--- src/hw/rtl/sm4_pkg.sv ---
// ============================================================================
// SM4 package
// Shared constants, tables, types and helper functions of the SM4 block.
// ============================================================================
package sm4_pkg;

    localparam int ROUND_COUNT = 32;
    localparam int RK_ADDR_W   = $clog2(ROUND_COUNT);
    localparam int WORD_W      = 32;

    localparam logic REG_KEY_HIGH = 1'b0;
    localparam logic REG_KEY_LOW  = 1'b1;

    localparam logic [31:0] FK0 = 32'ha3b1bac6;
    localparam logic [31:0] FK1 = 32'h56aa3350;
    localparam logic [31:0] FK2 = 32'h677d9197;
    localparam logic [31:0] FK3 = 32'hb27022dc;

    typedef enum logic [2:0] {
        ST_IDLE,
        ST_EXPAND,
        ST_LOAD,
        ST_ROUND,
        ST_DONE
    } sm4_state_t;

    localparam logic [7:0] SBOX_TABLE [0:255] = '{
        8'hd6, 8'h90, 8'he9, 8'hfe, 8'hcc, 8'he1, 8'h3d, 8'hb7, 8'h16, 8'hb6, 8'h14, 8'hc2,
        8'h28, 8'hfb, 8'h2c, 8'h05, 8'h2b, 8'h67, 8'h9a, 8'h76, 8'h2a, 8'hbe, 8'h04, 8'hc3,
        8'haa, 8'h44, 8'h13, 8'h26, 8'h49, 8'h86, 8'h06, 8'h99, 8'h9c, 8'h42, 8'h50, 8'hf4,
        8'h91, 8'hef, 8'h98, 8'h7a, 8'h33, 8'h54, 8'h0b, 8'h43, 8'hed, 8'hcf, 8'hac, 8'h62,
        8'he4, 8'hb3, 8'h1c, 8'ha9, 8'hc9, 8'h08, 8'he8, 8'h95, 8'h80, 8'hdf, 8'h94, 8'hfa,
        8'h75, 8'h8f, 8'h3f, 8'ha6, 8'h47, 8'h07, 8'ha7, 8'hfc, 8'hf3, 8'h73, 8'h17, 8'hba,
        8'h83, 8'h59, 8'h3c, 8'h19, 8'he6, 8'h85, 8'h4f, 8'ha8, 8'h68, 8'h6b, 8'h81, 8'hb2,
        8'h71, 8'h64, 8'hda, 8'h8b, 8'hf8, 8'heb, 8'h0f, 8'h4b, 8'h70, 8'h56, 8'h9d, 8'h35,
        8'h1e, 8'h24, 8'h0e, 8'h5e, 8'h63, 8'h58, 8'hd1, 8'ha2, 8'h25, 8'h22, 8'h7c, 8'h3b,
        8'h01, 8'h21, 8'h78, 8'h87, 8'hd4, 8'h00, 8'h46, 8'h57, 8'h9f, 8'hd3, 8'h27, 8'h52,
        8'h4c, 8'h36, 8'h02, 8'he7, 8'ha0, 8'hc4, 8'hc8, 8'h9e, 8'hea, 8'hbf, 8'h8a, 8'hd2,
        8'h40, 8'hc7, 8'h38, 8'hb5, 8'ha3, 8'hf7, 8'hf2, 8'hce, 8'hf9, 8'h61, 8'h15, 8'ha1,
        8'he0, 8'hae, 8'h5d, 8'ha4, 8'h9b, 8'h34, 8'h1a, 8'h55, 8'had, 8'h93, 8'h32, 8'h30,
        8'hf5, 8'h8c, 8'hb1, 8'he3, 8'h1d, 8'hf6, 8'he2, 8'h2e, 8'h82, 8'h66, 8'hca, 8'h60,
        8'hc0, 8'h29, 8'h23, 8'hab, 8'h0d, 8'h53, 8'h4e, 8'h6f, 8'hd5, 8'hdb, 8'h37, 8'h45,
        8'hde, 8'hfd, 8'h8e, 8'h2f, 8'h03, 8'hff, 8'h6a, 8'h72, 8'h6d, 8'h6c, 8'h5b, 8'h51,
        8'h8d, 8'h1b, 8'haf, 8'h92, 8'hbb, 8'hdd, 8'hbc, 8'h7f, 8'h11, 8'hd9, 8'h5c, 8'h41,
        8'h1f, 8'h10, 8'h5a, 8'hd8, 8'h0a, 8'hc1, 8'h31, 8'h88, 8'ha5, 8'hcd, 8'h7b, 8'hbd,
        8'h2d, 8'h74, 8'hd0, 8'h12, 8'hb8, 8'he5, 8'hb4, 8'hb0, 8'h89, 8'h69, 8'h97, 8'h4a,
        8'h0c, 8'h96, 8'h77, 8'h7e, 8'h65, 8'hb9, 8'hf1, 8'h09, 8'hc5, 8'h6e, 8'hc6, 8'h84,
        8'h18, 8'hf0, 8'h7d, 8'hec, 8'h3a, 8'hdc, 8'h4d, 8'h20, 8'h79, 8'hee, 8'h5f, 8'h3e,
        8'hd7, 8'hcb, 8'h39, 8'h48
    };

    localparam logic [31:0] CK_TABLE [0:ROUND_COUNT-1] = '{
        32'h00070e15, 32'h1c232a31, 32'h383f464d, 32'h545b6269,
        32'h70777e85, 32'h8c939aa1, 32'ha8afb6bd, 32'hc4cbd2d9,
        32'he0e7eef5, 32'hfc030a11, 32'h181f262d, 32'h343b4249,
        32'h50575e65, 32'h6c737a81, 32'h888f969d, 32'ha4abb2b9,
        32'hc0c7ced5, 32'hdce3eaf1, 32'hf8ff060d, 32'h141b2229,
        32'h30373e45, 32'h4c535a61, 32'h686f767d, 32'h848b9299,
        32'ha0a7aeb5, 32'hbcc3cad1, 32'hd8dfe6ed, 32'hf4fb0209,
        32'h10171e25, 32'h2c333a41, 32'h484f565d, 32'h646b7279
    };

    function automatic logic [31:0] subst_word(input logic [31:0] v);
        return {SBOX_TABLE[v[31:24]], SBOX_TABLE[v[23:16]],
                SBOX_TABLE[v[15:8]], SBOX_TABLE[v[7:0]]};
    endfunction

    function automatic logic [31:0] rol(input logic [31:0] v, input int unsigned s);
        return (v << s) | (v >> (32 - s));
    endfunction

endpackage

--- src/hw/rtl/sm4_ram.sv ---
// ============================================================================
// SM4 generic RAM
// Single write port, single read port, read data registered.
// ============================================================================
module sm4_ram #(
    parameter int WIDTH = 32,
    parameter int DEPTH = 32
) (
    input  logic                     clk,
    input  logic                     we,
    input  logic [$clog2(DEPTH)-1:0] waddr,
    input  logic [WIDTH-1:0]         wdata,
    input  logic [$clog2(DEPTH)-1:0] raddr,
    output logic [WIDTH-1:0]         rdata
);

    logic [WIDTH-1:0] mem [0:DEPTH-1];

    always_ff @(posedge clk)
    begin
        if (we)
        begin
            mem[waddr] <= wdata;
        end
        rdata <= mem[raddr];
    end

endmodule

--- src/hw/rtl/sm4_round.sv ---
// ============================================================================
// SM4 round function
// One round of the cipher or of the key schedule, selected by key_mode.
// ============================================================================
module sm4_round (
    input  logic [127:0] work,
    input  logic [31:0]  rk,
    input  logic         key_mode,
    output logic [31:0]  new_word
);

    logic [31:0] mix_in;
    logic [31:0] subst;
    logic [31:0] lin;

    always_comb
    begin
        mix_in = work[95:64] ^ work[63:32] ^ work[31:0] ^ rk;
        subst  = sm4_pkg::subst_word(mix_in);
        if (key_mode)
        begin
            lin = subst ^ sm4_pkg::rol(subst, 13) ^ sm4_pkg::rol(subst, 23);
        end
        else
        begin
            lin = subst ^ sm4_pkg::rol(subst, 2) ^ sm4_pkg::rol(subst, 10)
                ^ sm4_pkg::rol(subst, 18) ^ sm4_pkg::rol(subst, 24);
        end
        new_word = work[127:96] ^ lin;
    end

endmodule

--- src/hw/rtl/sm4_block_encrypt.sv ---
// ============================================================================
// SM4 block encryption, ECB mode
// The key is written over the APB port as key_high at 0x0 and key_low at 0x8.
// A plaintext block is one transfer on the plain channel; its ciphertext
// leaves as one transfer on the cipher channel.
// Round keys live in a 32-word RAM with registered read data. The first
// block after reset or after any key write first runs the key schedule, one
// round key per cycle. A block then passes through a load state, the round
// state for all 32 rounds and a done state that fills the output register.
// The block returns to idle before it takes the next transfer, so it cannot
// accept a new plaintext before the last one is finished. The single round
// unit is shared by key schedule and cipher.
// The block is ready for a new plaintext while the previous ciphertext still
// waits in the output register. When the receiver stalls, a finished block
// waits in the done state until the output register is free.
// Reset clears the key registers to zero and marks the round keys invalid.
// The user writes keys only while idle; the block does not enforce this.
// ============================================================================
module sm4_block_encrypt (
    input  logic        clk,
    input  logic        rst_n,
    input  logic        psel,
    input  logic        penable,
    input  logic        pwrite,
    input  logic [3:0]  paddr,
    input  logic [63:0] pwdata,
    output logic [63:0] prdata,
    output logic        pready,
    input  logic        plain_valid,
    output logic        plain_ready,
    input  logic [63:0] plain_high,
    input  logic [63:0] plain_low,
    output logic        cipher_valid,
    input  logic        cipher_ready,
    output logic [63:0] cipher_high,
    output logic [63:0] cipher_low
);

    localparam int AW = sm4_pkg::RK_ADDR_W;

    sm4_pkg::sm4_state_t state_reg, state_next;

    logic [63:0]   key_high_reg, key_high_next;
    logic [63:0]   key_low_reg, key_low_next;
    logic          keys_ready_reg, keys_ready_next;
    logic [AW-1:0] cnt_reg, cnt_next;
    logic [127:0]  work_reg, work_next;
    logic [127:0]  block_reg, block_next;
    logic          cipher_valid_reg, cipher_valid_next;
    logic [63:0]   cipher_high_reg, cipher_high_next;
    logic [63:0]   cipher_low_reg, cipher_low_next;

    logic          cfg_wr;
    logic          cfg_hit;
    logic          plain_xfer;
    logic          key_mode;
    logic [31:0]   rk;
    logic [31:0]   new_word;
    logic          ram_we;
    logic [AW-1:0] ram_raddr;
    logic [31:0]   ram_rdata;
    logic          last_round;

    assign pready     = 1'b1;
    assign cfg_wr     = psel && penable && pwrite && pready;
    assign cfg_hit    = (paddr[2:0] == 3'd0);
    assign prdata     = !cfg_hit ? 64'd0
                      : (paddr[3] == sm4_pkg::REG_KEY_LOW) ? key_low_reg : key_high_reg;
    assign plain_ready = (state_reg == sm4_pkg::ST_IDLE);
    assign plain_xfer  = plain_valid && plain_ready;
    assign last_round  = (cnt_reg == AW'(sm4_pkg::ROUND_COUNT - 1));

    assign key_mode  = (state_reg == sm4_pkg::ST_EXPAND);
    assign rk        = key_mode ? sm4_pkg::CK_TABLE[cnt_reg] : ram_rdata;
    assign ram_we    = key_mode;
    assign ram_raddr = (state_reg == sm4_pkg::ST_ROUND) ? cnt_reg + AW'(1) : cnt_reg;

    assign cipher_valid = cipher_valid_reg;
    assign cipher_high  = cipher_high_reg;
    assign cipher_low   = cipher_low_reg;

    sm4_round u_round (
        .work     (work_reg),
        .rk       (rk),
        .key_mode (key_mode),
        .new_word (new_word)
    );

    sm4_ram #(
        .WIDTH (sm4_pkg::WORD_W),
        .DEPTH (sm4_pkg::ROUND_COUNT)
    ) u_rk_ram (
        .clk   (clk),
        .we    (ram_we),
        .waddr (cnt_reg),
        .wdata (new_word),
        .raddr (ram_raddr),
        .rdata (ram_rdata)
    );

    always_comb
    begin
        state_next        = state_reg;
        key_high_next     = key_high_reg;
        key_low_next      = key_low_reg;
        keys_ready_next   = keys_ready_reg;
        cnt_next          = cnt_reg;
        work_next         = work_reg;
        block_next        = block_reg;
        cipher_valid_next = cipher_valid_reg;
        cipher_high_next  = cipher_high_reg;
        cipher_low_next   = cipher_low_reg;

        if (cipher_valid_reg && cipher_ready)
        begin
            cipher_valid_next = 1'b0;
        end

        case (state_reg)
            sm4_pkg::ST_IDLE:
            begin
                if (plain_xfer)
                begin
                    block_next = {plain_high, plain_low};
                    cnt_next   = '0;
                    if (keys_ready_reg)
                    begin
                        work_next  = {plain_high, plain_low};
                        state_next = sm4_pkg::ST_LOAD;
                    end
                    else
                    begin
                        work_next  = {key_high_reg[63:32] ^ sm4_pkg::FK0,
                                      key_high_reg[31:0]  ^ sm4_pkg::FK1,
                                      key_low_reg[63:32]  ^ sm4_pkg::FK2,
                                      key_low_reg[31:0]   ^ sm4_pkg::FK3};
                        state_next = sm4_pkg::ST_EXPAND;
                    end
                end
            end
            sm4_pkg::ST_EXPAND:
            begin
                work_next = {work_reg[95:0], new_word};
                cnt_next  = cnt_reg + AW'(1);
                if (last_round)
                begin
                    keys_ready_next = 1'b1;
                    work_next       = block_reg;
                    state_next      = sm4_pkg::ST_LOAD;
                end
            end
            sm4_pkg::ST_LOAD:
            begin
                state_next = sm4_pkg::ST_ROUND;
            end
            sm4_pkg::ST_ROUND:
            begin
                work_next = {work_reg[95:0], new_word};
                cnt_next  = cnt_reg + AW'(1);
                if (last_round)
                begin
                    state_next = sm4_pkg::ST_DONE;
                end
            end
            sm4_pkg::ST_DONE:
            begin
                if (!cipher_valid_reg || cipher_ready)
                begin
                    cipher_valid_next = 1'b1;
                    cipher_high_next  = {work_reg[31:0], work_reg[63:32]};
                    cipher_low_next   = {work_reg[95:64], work_reg[127:96]};
                    state_next        = sm4_pkg::ST_IDLE;
                end
            end
            default:
            begin
                state_next = sm4_pkg::ST_IDLE;
            end
        endcase

        if (cfg_wr && cfg_hit)
        begin
            keys_ready_next = 1'b0;
            if (paddr[3] == sm4_pkg::REG_KEY_LOW)
            begin
                key_low_next = pwdata;
            end
            else
            begin
                key_high_next = pwdata;
            end
        end
    end

    always_ff @(posedge clk or negedge rst_n)
    begin
        if (!rst_n)
        begin
            state_reg        <= sm4_pkg::ST_IDLE;
            key_high_reg     <= '0;
            key_low_reg      <= '0;
            keys_ready_reg   <= 1'b0;
            cnt_reg          <= '0;
            cipher_valid_reg <= 1'b0;
        end
        else
        begin
            state_reg        <= state_next;
            key_high_reg     <= key_high_next;
            key_low_reg      <= key_low_next;
            keys_ready_reg   <= keys_ready_next;
            cnt_reg          <= cnt_next;
            cipher_valid_reg <= cipher_valid_next;
        end
    end

    always_ff @(posedge clk)
    begin
        work_reg        <= work_next;
        block_reg       <= block_next;
        cipher_high_reg <= cipher_high_next;
        cipher_low_reg  <= cipher_low_next;
    end

    a_key_write_clears: assert property (@(posedge clk) disable iff (!rst_n)
        (cfg_wr && cfg_hit) |=> !keys_ready_reg)
        else $error("Round keys still marked valid after a key write.");

    a_keys_before_rounds: assert property (@(posedge clk) disable iff (!rst_n)
        (state_reg == sm4_pkg::ST_ROUND) |-> keys_ready_reg)
        else $error("Cipher rounds started without a valid key schedule.");

    a_expand_sets_ready: assert property (@(posedge clk) disable iff (!rst_n)
        (state_reg == sm4_pkg::ST_EXPAND && last_round) |=> keys_ready_reg)
        else $error("Key schedule finished without marking round keys valid.");

    a_accept_leaves_idle: assert property (@(posedge clk) disable iff (!rst_n)
        plain_xfer |=> (state_reg == sm4_pkg::ST_EXPAND || state_reg == sm4_pkg::ST_LOAD))
        else $error("Accepted block did not start processing.");

    a_done_waits: assert property (@(posedge clk) disable iff (!rst_n)
        (state_reg == sm4_pkg::ST_DONE && cipher_valid_reg && !cipher_ready)
        |=> (state_reg == sm4_pkg::ST_DONE))
        else $error("Finished block left while the output register was full.");

endmodule
--- config.mk ---
export PLATFORM = sky130hd
export DESIGN_NAME = sm4_block_encrypt
export DESIGN_NICKNAME = d
export VERILOG_FILES = /design/src/hw/rtl/sm4_pkg.sv /design/src/hw/rtl/sm4_ram.sv /design/src/hw/rtl/sm4_round.sv /design/src/hw/rtl/sm4_block_encrypt.sv
export SDC_FILE = /design/constraint.sdc
export NUM_CORES = 2
export LEC_CHECK = 0
export ABC_AREA = 1
export BUFFER_PORTS_ARGS = -buffer_cell sky130_fd_sc_hd__buf_4
export CAP_MARGIN = 15
export CORE_AREA = 3 3 346 417
export DETAILED_ROUTE_END_ITERATION = 6
export DIE_AREA = 0 0 349 420
export GPL_TIMING_DRIVEN = 0
export PLACE_DENSITY = 0.8
export SLEW_MARGIN = 20
export SYNTH_ARGS = -nofsm -noshare
export SYNTH_HDL_FRONTEND = slang
export SYNTH_HIERARCHICAL = 1
export SYNTH_SLANG_ARGS = --single-unit
--- constraint.sdc ---
create_clock -name clk -period 18.4 [get_ports clk]
set_input_delay 2.76 -clock clk [delete_from_list [all_inputs] [get_ports clk]]
set_output_delay 2.76 -clock clk [all_outputs]
set_load 0.02 [all_outputs]
==> results_dict.tcl, run 1 <==
set metrics [dict create \
    outcome "stopped before the end" \
    failing_step "global routing" \
    error "[ERROR GRT-0232] Routing congestion too high. Check the congestion heatmap in the GUI." \
    syn_inst 9912 \
    grt_usage_pct 67.0 \
    numPortBuffers 396 \
    synth_ff_type "edfxtp_1" \
    synth_top_area_share_pct 50.2 \
    async_reset_ff_share_pct 8.75 \
    synth_seq_cells 1578 \
    synth_area_leader_cell "edfxtp_1" \
    dp_cells 12220 \
    gp_congestion 1.16 \
    cts_setup_buffers 0 \
    synth_area_leaders "edfxtp_1 50%, nand2_1 18%, nand3_1 13%" \
    yosys.cell_count.top_type "nand2_1" \
    ctsLongestPathBuffers 3 \
    avgSynthCellArea_sq_um 8.49 \
    antenna_found_initial 75 \
    cts-root-buf "clkbuf_16" \
    netlist_top_cells_count "4021 x nand2_1, 2170 x nand3_1, 1408 x edfxtp_1" \
    synth_nets 10165 \
    ios 398 \
    rows 151 \
    dieWidth_um 349 \
    die_h_um 420 \
    grt_max_degree 91 \
    start_util_pct 59.8 \
    seq_area_frac_synth_pct 55.1 \
    h-tree-depth 4 \
    cts_hold_buffers 0 \
    ys_warn_count 6 \
    yosysUniqueCellTypes 47 \
    syn_area_sq_mm 0.0842 \
    grt_remaining_overflow 22 \
    dp_hpwl_um 306000 \
    clock_sinks 1578 \
    post_cts_resize_count 0 \
    synth_edf_count 1408 \
    numCtsBuffers 150 \
]
[metal layers]
layer / GRT overflow / global-route usage (%)
met5: 0 / 21.5
met4: 10 / 67.8
met3: 0 / 48.0
met2: 12 / 86.5
met1: 0 / 66.3
[per-stage QoR]
stage	setup WS, ns	hold slack, ns	utilization, %	instance area (sq um)
detailed placement	10.75	0.481	65.1	91600
floorplan	9.47	0.441	-	84200
global placement	6.48	0.463	63.6	89500
CTS	10.73	0.496	68.6	96600
[cells by family after synthesis]
logic type	share of synthesized area, %
compound gates	3.43
simple gates	33.8
fa+ha+maj	0.743
mux	0.134
other cells	0.00445
buf+inv	6.06
xor+xnor	0.779
flops	55.1
==> run 2, diff against run 1 <==
--- a/config.mk
+++ b/config.mk
@@ -8,11 +8,11 @@
 export ABC_AREA = 1
 export BUFFER_PORTS_ARGS = -buffer_cell sky130_fd_sc_hd__buf_4
 export CAP_MARGIN = 15
-export CORE_AREA = 3 3 346 417
+export CORE_AREA = 3 3 463 465
 export DETAILED_ROUTE_END_ITERATION = 6
-export DIE_AREA = 0 0 349 420
+export DIE_AREA = 0 0 466 468
 export GPL_TIMING_DRIVEN = 0
-export PLACE_DENSITY = 0.8
+export PLACE_DENSITY_LB_ADDON = 0.15
 export SLEW_MARGIN = 20
 export SYNTH_ARGS = -nofsm -noshare
 export SYNTH_HDL_FRONTEND = slang
==> run 2 against run 1 <==
The run now ends clean. Synthesized cell count unchanged. Area after synthesis is the same.
==> results_dict.tcl, run 2 <==
set metrics [dict create \
    outcome "finished clean" \
    first_iter_violations 12033 \
    wirelength_um 423000 \
    cp-start-kind "flip-flop" \
    critPathCaptureType "flip-flop" \
    synth_area_leaders "edfxtp_1 50%, nand2_1 18%, nand3_1 13%" \
    synth_nets 10165 \
    post_cts_resize_count 0 \
    grt_pass1_vias 73017 \
    postRouteAntennaNets 0 \
    synth_top_area_share_pct 50.2 \
    min_path_type "flip-flop to flip-flop" \
    worstMarginPinSlew_ns 1.24 \
    dr.pass1.iters 6 \
    cts_hold_buffers 0 \
    slowest_stage "nand3_1" \
    dp_hpwl_um 320000 \
    cts_tree "done" \
    numCtsBuffers 157 \
    synth_ff_type "edfxtp_1" \
    fin_skew_ns 0.0338 \
    largest_register_ffs 1024 \
    netlist_top_cells_count "4021 x nand2_1, 2170 x nand3_1, 1408 x edfxtp_1" \
    grt_usage_pct 37.7 \
    holdPathStages 0 \
    rows 168 \
    seq_area_frac_synth_pct 55.1 \
    post_drt_wl_per_cell_um 31.4 \
    viasPerCell 5.92 \
    start_util_pct 40.1 \
    reg2reg_depth 36 \
    fp.coreArea_sq_mm 0.210 \
    drcViolationCount 0 \
    slew_violations 0 \
    crit_path_frequent_cell "nand2_1" \
    max_freq_ghz 0.131 \
    gp_congestion 1.03 \
    final_cell_mix "3988 x nand2_1, 2170 x nand3_1, 1408 x edfxtp_1" \
    cts_setup_buffers 0 \
    drive_gt1_share_pct 12.9 \
    vias 79967 \
    critPathKind "flip-flop to flip-flop" \
    max_cap_viol_count 0 \
    die_h_um 468 \
    yosys.cell_count.top_type "nand2_1" \
    tns_ns 0 \
    clock_latency_ns 0.83 \
    ys_warn_count 6 \
    final.min_clock_period_ns 7.65 \
    slowest_delay_ns 0.60 \
    num-fill-cells 20384 \
    dieWidth_um 466 \
    avgSynthCellArea_sq_um 8.49 \
    cts-root-buf "clkbuf_16" \
    finalSetupViolations 0 \
    ios 398 \
    yosysUniqueCellTypes 47 \
    final_nets 10808 \
    fin_crit_sh_pct 41.6 \
    syn2layout_area_growth_pct 16.7 \
    synth_area_leader_cell "edfxtp_1" \
    clock_sinks 1578 \
    grt_remaining_overflow 0 \
    numPortBuffers 396 \
    rsz0062_at_grt "false" \
    syn_inst 9912 \
    slew_headroom_pct 17.3 \
    final_common_cell "nand2_1" \
    synth_seq_cells 1578 \
    syn_area_sq_mm 0.0842 \
    hold_viol_final 0 \
    required_ns 18.93 \
    cp.arrival_ns 8.18 \
    h-tree-depth 4 \
    grt_max_degree 83 \
    antenna_found_initial 20 \
    die_area_sq_mm 0.218 \
    grt_pass1_wl_um 578000 \
    clk_pin_slew_ns 0.08 \
    ctsLongestPathBuffers 3 \
    async_reset_ff_share_pct 8.75 \
    worstPathMaxFanout 18 \
    synth_edf_count 1408 \
]
## run 2: cell counts after synthesis
Identical to the previous run, type by type.
## run 2: cells by family after synthesis
| kind of cell | synth area share (%) |
|---|---|
| and+or+nand+nor | 33.8 |
| muxes | 0.134 |
| xor gates and xnor gates | 0.779 |
| DFF | 55.1 |
| AOI/OAI and AO/OA | 3.43 |
| buffers and inverters | 6.06 |
| other | 0.00445 |
| adders and majority gates | 0.743 |
## run 2: final timing paths
path	startpoint	to	slack [ns]
max	state_reg[2]	work_reg[22]	10.75
min	work_reg[120]	cipher_low[24]	0.48
max reg2reg	state_reg[2]	work_reg[22]	10.75
min reg2reg	work_reg[120]	cipher_low[24]	0.48
max in group asynchronous	rst_n	state_reg[0]	15.66
min in group asynchronous	rst_n	key_low_reg[33]	1.89
## run 2: final cells by class
| type | instances | area [sq um] | area share [%] |
|---|---|---|---|
| antenna | 8 | 20.0 | 0.0204 |
| tap | 2805 | 3510 | 3.57 |
| multi-input combinational | 7310 | 33100 | 33.7 |
| inverter | 445 | 1690 | 1.72 |
| clock inverter | 85 | 810 | 0.824 |
| timing repair buffer | 484 | 4990 | 5.08 |
| buffer | 579 | 3420 | 3.48 |
| sequential | 1578 | 46400 | 47.2 |
| clock buffer | 206 | 4290 | 4.36 |
## run 2: critical path: cells and delay by family, from the launching register on
kind            cells  cell delay, ns
compound gates      1            0.10
fa+ha+maj           1            0.40
buf+inv             8            1.81
flops               1            0.40
simple gates       26            4.61
## run 2: per-layer routing
metal	share of wire [%]	global-route usage, %	vias up
met1	39	51.2	38868
met2	43	56.6	5342
met5	0.021	0	-
met3	11	8.23	1002
li1	-	-	34745
met4	6.2	19.4	10
## run 2: through the flow
step                      utilization, %  instance area (sq um)  std cells  hold WS (ns)  worst slack (ns)
final                               46.8                  98200      13500         0.476             10.75
after global routing                46.8                  98200      13495         0.491             10.57
after CTS                           46.8                  98200      13492         0.469             10.99
after detailed placement            44.3                  93100      13201         0.477             10.99
after global placement              43.2                  90700      13113         0.465              5.52
after floorplan                        -                  84200       9912         0.441              9.47
Power of run 2 is not shown: default switching activity piles up to over one toggle a cycle in this logic, so the estimate is an artifact.
